===== src/rtl/lu_pkg.sv =====
// constants, types and fixed-point helpers of the lu solver
// no dependencies
`default_nettype none
package lu_pkg;

  localparam int unsigned NW = 4;

  localparam logic [1:0] OP_LOAD_COEF = 2'd0;
  localparam logic [1:0] OP_LOAD_RHS  = 2'd1;
  localparam logic [1:0] OP_SOLVE     = 2'd2;

  localparam logic signed [31:0] Q_MAX = 32'sh7fffffff;
  localparam logic signed [31:0] Q_MIN = 32'sh80000000;

  typedef struct packed {
    logic               start;
    logic signed [31:0] num;
    logic signed [31:0] den;
  } div_req_t;

  typedef struct packed {
    logic               done;
    logic signed [31:0] quot;
  } div_rsp_t;

  function automatic logic signed [31:0] sat32(input logic signed [63:0] v);
    logic signed [63:0] hi;
    logic signed [63:0] lo;
    hi = 64'(Q_MAX);
    lo = 64'(Q_MIN);
    if (v > hi) return Q_MAX;
    if (v < lo) return Q_MIN;
    return v[31:0];
  endfunction

endpackage
`default_nettype wire


===== src/rtl/lu_div.sv =====
// serial q16.16 divider, one quotient bit a cycle, truncating and saturating
// depends on lu_pkg
`default_nettype none
module lu_div import lu_pkg::*; (
  input  wire logic clk_i,
  input  wire logic rst_ni,
  input  wire div_req_t req_i,
  output div_rsp_t  rsp_o
);
  logic        busy_q, busy_d;
  logic        done_q, done_d;
  logic [5:0]  cnt_q, cnt_d;
  logic [31:0] rem_q, rem_d;
  logic [47:0] quo_q, quo_d;
  logic [31:0] den_q, den_d;
  logic        neg_q, neg_d;
  logic        zero_q, zero_d;
  logic [32:0] trial;
  logic [31:0] num_mag;
  logic [31:0] den_mag;
  logic signed [31:0] res;

  assign num_mag = req_i.num[31] ? 32'(-req_i.num) : 32'(req_i.num);
  assign den_mag = req_i.den[31] ? 32'(-req_i.den) : 32'(req_i.den);
  assign trial   = {rem_q, quo_q[47]};

  always_comb begin
    busy_d = busy_q;
    done_d = 1'b0;
    cnt_d  = cnt_q;
    rem_d  = rem_q;
    quo_d  = quo_q;
    den_d  = den_q;
    neg_d  = neg_q;
    zero_d = zero_q;
    if (req_i.start) begin
      busy_d = 1'b1;
      cnt_d  = 6'd48;
      rem_d  = '0;
      quo_d  = {num_mag, 16'h0000};
      den_d  = den_mag;
      neg_d  = req_i.num[31] ^ req_i.den[31];
      zero_d = (req_i.den == '0);
    end else if (busy_q) begin
      if (trial >= {1'b0, den_q}) begin
        rem_d = 32'(trial - {1'b0, den_q});
        quo_d = {quo_q[46:0], 1'b1};
      end else begin
        rem_d = trial[31:0];
        quo_d = {quo_q[46:0], 1'b0};
      end
      cnt_d = cnt_q - 6'd1;
      if (cnt_q == 6'd1) begin
        busy_d = 1'b0;
        done_d = 1'b1;
      end
    end
  end

  always_ff @(posedge clk_i or negedge rst_ni) begin
    if (!rst_ni) begin
      busy_q <= 1'b0;
      done_q <= 1'b0;
      cnt_q  <= '0;
    end else begin
      busy_q <= busy_d;
      done_q <= done_d;
      cnt_q  <= cnt_d;
    end
  end

  always_ff @(posedge clk_i) begin
    rem_q  <= rem_d;
    quo_q  <= quo_d;
    den_q  <= den_d;
    neg_q  <= neg_d;
    zero_q <= zero_d;
  end

  always_comb begin
    if (zero_q) begin
      res = '0;
    end else if (neg_q) begin
      res = (quo_q > 48'h0000_8000_0000) ? Q_MIN : 32'(-quo_q[31:0]);
    end else begin
      res = (quo_q > 48'h0000_7fff_ffff) ? Q_MAX : quo_q[31:0];
    end
  end

  assign rsp_o.done = done_q;
  assign rsp_o.quot = res;
endmodule
`default_nettype wire


===== config.mk =====
export PLATFORM = sky130hd
export DESIGN_NAME = lu_div
export DESIGN_NICKNAME = d
export VERILOG_FILES = /design/src/rtl/lu_pkg.sv /design/src/rtl/lu_div.sv
export SDC_FILE = /design/constraint.sdc
export NUM_CORES = 1
export LEC_CHECK = 0
export BUFFER_PORTS_ARGS = -buffer_cell sky130_fd_sc_hd__buf_2
export CAP_MARGIN = 25
export CORE_ASPECT_RATIO = 1.2
export CORE_MARGIN = 4
export CORE_UTILIZATION = 54
export DETAILED_ROUTE_END_ITERATION = 7
export MAX_ROUTING_LAYER = met4
export PLACE_DENSITY_LB_ADDON = 0.08
export SLEW_MARGIN = 30
export SYNTH_ARGS = -nofsm -noshare
export SYNTH_HDL_FRONTEND = slang
export SYNTH_SLANG_ARGS = --single-unit
export TNS_END_PERCENT = 100

===== constraint.sdc =====
create_clock -name clk_i -period 2.8 [get_ports clk_i]
set_input_delay 0.42 -clock clk_i [delete_from_list [all_inputs] [get_ports clk_i]]
set_output_delay 0.42 -clock clk_i [all_outputs]
set_load 0.03 [all_outputs]

==> results.txt, run 1 <==
* Drt initial violations: 742
- Routability-driven placement finished with a final weighted congestion of 0.935.
- TritonCTS clock tree: done
* Largest net degree at the start of global routing: 50
* Number of max-cap violations: 0
* Number of levels the H-tree was split into: 4
* Max Fanout on Critical Path: 8
- Dividing the final minimum period by the clock period gives 124%.
* Count of filler cells inserted in the layout: 1015
* Mean instance size in the synthesized netlist: 8.44 um2
* Headroom to the max-slew limit: 47.1%
- Minimum setup slack after placement: -0.271 ns
- Post-route antenna net violation count: 0
- Finished Cell Area: 0.0126 mm2
- The placed instances occupy a cell area of 0.0109 mm2.
* Number of global-route vias before repair: 8446
- RSZ-0062 raised after global routing: true
- Number of distinct library cells after synthesis: 72
* HPWL Detailed: 16900 um
- Die outline height: 148 um
* FF+latch count, synth: 122
- Clock tree synthesis selected as its root buffer the cell clkbuf_16.
* Global route total overflow: 0
- At the worst endpoint, the arrival time is 3.07 ns.
- Measured slew at the worst slew-check pin: 0.774 ns
* Most used flip-flop cell after synthesis: edfxtp_1
- For this design the ratio of total power to cell area is 822 mW/mm2.
- Min Clock Period, post-route: 3.49 ns
- Number of synthesized flops with an enable pin: 66
* Reg clk slew, reported paths: 0.06 ns
* Worst Setup Slack, final: -0.686 ns
* Area added between synthesis and finish: 43.8%
- CTS saw 122 sinks.
* Floorplan die area: 0.0184 mm2
- DR vias/cell: 5.91
- After detailed routing, the number of remaining DRC violations is 0.
- Setup total negative slack on the finished layout was measured at -23.19 ns.
- The number of pins exceeding their max-slew limit in the final report was 0.
* WL per Instance: 16.9 um
- Sequential element share of the synthesized area: 35.8%
- From left edge to right edge, the die measures 124 um.
- The clock reaches the later pin of the worst-skew pair after 0.43 ns.
- Initial antenna violation count: 0
- For this run, the number of standard cells in the final layout without fillers is 1508.
- Leaving out fill and tap cells, the most frequent cells in the layout are buf_4, nand2_1, nor2_1, xnor2_1.
- WP data required: 2.38 ns
- Derived from the worst setup path, the maximum achievable clock frequency is 0.287 GHz.
- Number of hold violations in the final report: 0
* Detailed Route WL: 25400 um
- Async set-or-reset flop fraction in the synthesized netlist: 6.56%
- Global-route wire length before repair: 40000 um
* Post-Route Hold Slack: 0.302 ns
- Synthesis produced a netlist whose cell count is 1041.
- Crit. End Element: output port
* Total of endpoints with negative setup slack in the final report: 63
- Standard-cell rows: 50
- CTS Buf Count: 17
- Effective utilization at floorplan: 55.7%
- The final reports fail on setup timing.
- No sink is reached through more buffers than the 2 on the longest clock path.
- The path class of the tightest hold or removal check is in -> reg.
- Run status: complete, but fails checks
* Number of iterations in the first detailed-routing pass: 5
- Across every metal layer, demand over resource in global routing totals 26.8%.
- Final layout net count: 1392
- The region available for standard cell placement spans 0.0158 mm2.
- Number of antenna cells inserted: 0
- Leaving out fill and tap cells, the most frequent cell in the layout is buf_4.
- Share of layout cells above drive strength 1: 35.5%
* Setup skew after layout: 0.00863 ns
* Warnings, synthesis: 0
- IO Pins: 100
* Leak pwr: 5.33 nW
* Placed cell count: 1444
- Total of buffers placed on input and output ports: 99
- Via count: 8910
- The cell area that synthesis handed to floorplanning was 0.00879 mm2.
* Worst supply voltage drop on vdd: 0.000447 V
* Synthesized netlist net count: 1146
- STA classifies the critical path startpoint as a register.
* Startpoint-to-endpoint class of the critical path: reg -> out
metal layers:
| layer | up-vias | part of all wire [%] | global-route usage [%] |
|---|---|---|---|
| met4 | 0 | 4.0 | 10.6 |
| met3 | 82 | 5.4 | 4.37 |
| met2 | 337 | 49 | 45.0 |
| li1 | 4306 | - | - |
| met5 | - | 0 | - |
| met1 | 4185 | 41 | 32.3 |
worst max-delay path, cell delays in order, from the launching register on:
cell	delay, ns
dfxtp_2	0.32
inv_2	0.06
ha_4	0.13
nor3b_4	0.19
nand2_2	0.10
nor4b_4	0.31
nand4_2	0.20
nor3_4	0.20
nand2_1	0.08
a21o_1	0.18
a21o_4	0.25
buf_12	0.16
buf_4	0.17
nor2_4	0.13
buf_6	0.14
stage by stage:
step	total power [mW]	utilization [%]
2_1_floorplan	5.36	-
3_3_place_gp	6.88	69.3
3_5_place_dp	6.96	69.3
4_1_cts	9.74	77.4
5_1_grt	11.0	80.2
6_report	10.4	80.2
what timing repair did:
item,CTS,global route
endpoints found under the setup margin,60,65
setup buffers,19,16
resized for setup,130,100
hold buffers,1,0
cloned,1,2
pin swaps,30,59
hold endpoints to repair,8,0
worst paths after layout:
check                                       start                     end  slack (ns)  cells past startpoint
setup / recovery            quo_q[0]$_SDFFE_PP0P_               rsp_o[14]       -0.69                     14
hold / removal                          req_i[28]     den_q[28]$_DFFE_PP_        0.30                      2
setup reg to reg               den_q[8]$_DFFE_PP_  rem_q[11]$_SDFFE_PP0P_       -0.21                     12
hold reg to reg            rem_q[20]$_SDFFE_PP0P_  rem_q[21]$_SDFFE_PP0P_        0.50                      2
max in group asynchronous                  rst_ni        busy_q$_DFF_PN0_        2.25                      2
min in group asynchronous                  rst_ni    cnt_q[4]$_DFFE_PN0P_        0.36                      2
registers in the layout, summed over array words and instances (netlist names):
name	flops
zero_q	1
den_q	32
cnt_q	6
quo_q	48
neg_q	1
done_q	1
busy_q	1
rem_q	32
report_power, final:
group          internal, mW  switching, mW
combinational          2.76           2.89
clock                  1.33          0.855
sequential             2.25          0.295
total                  6.35           4.04
synthesized netlist by cell type, types with 22 or more instances:
cell,n,area [um2]
inv_1,52,195
nand2_1,130,488
clkbuf_1,41,154
o31ai_1,22,165
nand3_1,27,135
o21ai_0,40,200
ha_1,37,463
nor3_1,33,165
dfxtp_1,48,961
a21oi_1,54,270
edfxtp_1,66,1980
xnor2_1,79,692
a311oi_1,31,272
nor2_1,117,439
a22o_1,29,254
cell families after synthesis:
family	synth area share (%)
fa+ha+maj	5.50
compound gates	21.2
simple gates	21.6
mux	1.94
xor+xnor	8.87
flops	35.8
buf+inv	5.17
layout make-up:
cell class                 count  area [um2]  area share (%)
inverter                      52         195            1.54
tap                          208         260            2.06
multi-input combinational    806        6130            48.5
timing repair buffer         288        2310            18.3
clock inverter                12         108           0.851
sequential                   122        3150            24.9
clock buffer                  20         479            3.79
Note: power is estimated with default switching activity, not from simulation.
==> inputs of run 2 (changes only) <==
==> constraint.sdc (replaced) <==
create_clock -name clk_i -period 3 [get_ports clk_i]
set_input_delay 0.45 -clock clk_i [delete_from_list [all_inputs] [get_ports clk_i]]
set_output_delay 0.45 -clock clk_i [all_outputs]
set_load 0.03 [all_outputs]
==> run 2 against run 1 <==
Effect of this change: the run still ends with setup timing left; non-clock buffer count is 84 lower; setup slack improved by 0.30 ns; power decreased by 17%; critical path depth shrank 1; clock skew down 0.0019 ns; sequential power shrank 7%; highest routed layer unchanged.
==> results.txt, run 2 (same netlist as run 1, synthesis figures left out) <==
- The relative contribution of sequential cells to total power was 27.7% (+3.2 points).
- CTS Buf Count: 17 (unchanged)
- Overall power: 8.58 mW (-17%)
- The checks that failed: setup timing.
- CTS placed an instance of clkbuf_16 at the clock tree root.
- More flip-flops sit in one register than any other, and that register is quo_q.
- The share of power burned in combinational logic was 47.2% (-7.2 points).
- Floorplan die area: 0.0184 mm2 (unchanged)
- Top Family by Delay on Critical Path: simple AND/OR/NAND/NOR gates
* Worst min-delay path endpoint: den_q[0]$_DFFE_PP_
- CP Buf/Inv Count: 3 (-1)
- Global route total overflow: 0 (unchanged)
- Internal power consumption: 5.36 mW (-16%)
- Worst Setup Slack, final: -0.385 ns (+0.301 ns)
- The net count reported at finish came to 1309 (-6.0%).
- Fin Setup TNS: -9.87 ns (+13.32 ns)
* Biggest registers after layout: quo_q: 48 flops, den_q: 32 flops, rem_q: 32 flops
* Worst supply voltage drop on vdd: 0.000475 V (+6.2%)
- The width of the die came to 124 um (unchanged).
- DR vias/cell: 5.88 (-0.52%)
- The HPWL after detailed placement is 16400 um (-3.2%).
- The clock tree buffer depth came to 2 (unchanged).
- Number of iterations in the first detailed-routing pass: 5 (unchanged)
* Global-route wire length before repair: 37900 um (-5.1%)
* Total of endpoints with negative setup slack in the final report: 32 (-49%)
- The die span in y was 148 um (unchanged).
- Sw Share: 37.6% (-1.3 points)
- Effective utilization at floorplan: 55.7% (unchanged)
* Count of clock tree sinks: 122 (unchanged)
* Number of levels the H-tree was split into: 4 (unchanged)
- In this run the worst setup path begins at quo_q[1]$_SDFFE_PP0P_.
* Worst hold path class: in -> reg
- The count of unresolved DRC violations after routing is 0 (unchanged).
* Maximum clock rate: 0.295 GHz
- The standard-cell row count is 50 (unchanged).
* Largest net degree at the start of global routing: 52 (+4.0%)
* Share of layout cells above drive strength 1: 25.1% (-10 points)
- Area of the core: 0.0158 mm2 (unchanged)
* Worst reg-to-reg path cell count: 12 (unchanged)
- The number of pins exceeding their max-slew limit in the final report was 0 (unchanged).
- The library cells used most frequently in the layout, excluding fill and tap cells, are nand2_1, nor2_1, buf_4, xnor2_1, buf_2.
* Series of cell instances along the critical path: inv_2 > ha_4 > nor3b_4 > nand2_2 > nor4b_4 > nand4_2 > nor3_4 > nand2_1 > a21o_1 > a21o_4 > buf_12 > a311oi_4 > buf_6
* WL per Instance: 16.1 um (-4.5%)
- Detailed Route WL: 23000 um (-9.8%)
- Relative to the synthesized area, the layout overhead comes to 30.1%.
- The data required time of the critical path was 2.55 ns (+0.17 ns).
* Final Cycle Share: 113%
- Leak pwr: 4.77 nW (-10%)
- In this run the critical register-to-register path is launched from quo_q[47]$_DFFE_PP_.
- Power density relative to cell area: 750 mW/mm2 (-8.8%)
- The number of flip-flops in the largest register came to 48 (unchanged).
- The register clock-pin slew on the reported worst setup and hold paths came to 0.06 ns (about the same).
- Reg2Reg Setup Slack: 0.11 ns (+0.32 ns)
- RSZ-0062 raised after global routing: true
- Crit path depth: 13 (-1)
- Startpoint-to-endpoint class of the critical path: reg -> out
- Setup skew after layout: 0.00670 ns (-0.00193 ns)
- The number of antenna violations at the first check in global routing came to 0 (unchanged).
- The worst setup path is captured at an output port.
* Run status: complete, but fails checks
- Via count: 8376 (-6.0%)
* Clock network latency to the later pin of the worst-skew pair: 0.41 ns (-0.02 ns)
- The first-iteration detailed-routing DRC count came to 510 (-31%).
- Number of hold violations in the final report: 0 (unchanged)
- The worst hold path begins at req_i[0].
* Placed cell count: 1383 (-4.2%)
- The headroom to the max-slew limit came to 60.1% (+13 points).
- Total of buffers placed on input and output ports: 99 (unchanged)
- TritonCTS built the clock tree.
- The number of non-filler instances in the completed layout is 1425 (-5.5%).
- Max Fanout on Critical Path: 11 (+3)
- Net switching power: 3.22 mW (-20%)
- The data arrival at the endpoint of the critical path was 2.94 ns (-0.13 ns).
* Utilization of the core after routing: 72.5% (-7.6 points)
- Global routing usage summed across all routing layers: 25.4% (-1.4 points)
* Number of global-route vias before repair: 7954 (-5.8%)
- The remaining number of nets flagged by the antenna check after routing was 0 (unchanged).
- IO Pins: 100 (unchanged)
* Placer congestion estimate: 0.915 (-2.2%)
- Number of max-cap violations: 0 (unchanged)
* Crit path max-delay cell type: dfxtp_2
- Counting I/O delays and the setup requirement, the final critical path takes 3.39 ns.
- Number of antenna cells inserted: 0 (unchanged)
- Proportion of power drawn by the clock network: 25.2% (+4.1 points)
- Minimum setup slack after placement: -0.0940 ns (+0.177 ns)
- In this run the critical register-to-register path is captured at rem_q[30]$_SDFFE_PP0P_.
- Measured slew at the worst slew-check pin: 0.593 ns (-0.181 ns)
* CP Launch Type: register
- Largest incremental delay on the critical path: 0.32 ns (about the same)
- Most frequent standard cell in the layout excluding fill and tap cells: nand2_1
- Worst hold path cell count: 1 (-1)
==> run 2: area by class of cell <==
type	count	area, um2
multi-input cells	807	5680
fillers	1232	4330
flip-flops and latches	122	3150
repair buffers	204	1530
clock buffers	18	429
well taps	208	260
clock inverters	14	196
inverters	52	195
==> run 2: power groups by stage <==
stage	sequential [mW]	combinational, mW	clock, mW
5_1_grt	2.41	4.44	2.28
2_1_floorplan	2.33	2.67	0
3_5_place_dp	2.38	3.76	0
3_3_place_gp	2.38	3.71	0
4_1_cts	2.36	3.90	2.20
6_report	2.37	4.05	2.16
==> run 2: worst register-to-register path, cell delays in order, from the launching register on <==
cell       delay, ns
edfxtp_1        0.38
inv_1           0.09
ha_1            0.20
fa_1            0.20
nand2b_1        0.18
a21oi_2         0.09
o21ai_0         0.30
a2bb2oi_1       0.16
o31ai_1         0.39
nand3b_1        0.22
and4b_1         0.24
o31ai_1         0.21
o21ai_0         0.10
==> run 2: what timing repair did <==
item,CTS,global route
setup endpoints to repair,33,56
hold buffers,1,0
pin swaps,6,11
gates cloned,1,0
endpoints found under the hold margin,8,0
setup buffers,4,4
gates resized for setup,62,28
==> run 2: worst max-delay path by stage <==
stage | end | slack (ns)
6_report | rsp_o[27] | -0.39
4_1_cts | rsp_o[20] | -0.38
2_1_floorplan | rsp_o[14] | -0.24
3_3_place_gp | den_q[30]$_DFFE_PP_ | -0.04
5_1_grt | rsp_o[27] | -0.57
3_5_place_dp | den_q[30]$_DFFE_PP_ | -0.09
==> run 2: stage by stage <==
stage                     instance area (um2)  hold slack [ns]
after floorplan                          9130            0.154
after global placement                  10400            0.301
after detailed placement                10400            0.302
after CTS                               11300            0.250
after global routing                    11400            0.256
final                                   11400            0.268
==> run 2: routing by layer <==
layer	share of wire [%]	wire (um)	GRT usage, %	vias to the layer above
li1	-	-	-	4131
met1	43	9870	30.9	3950
met2	50	11600	43.6	261
met3	4.6	1050	3.40	34
met4	2.1	473	8.66	0
met5	0	0	-	-
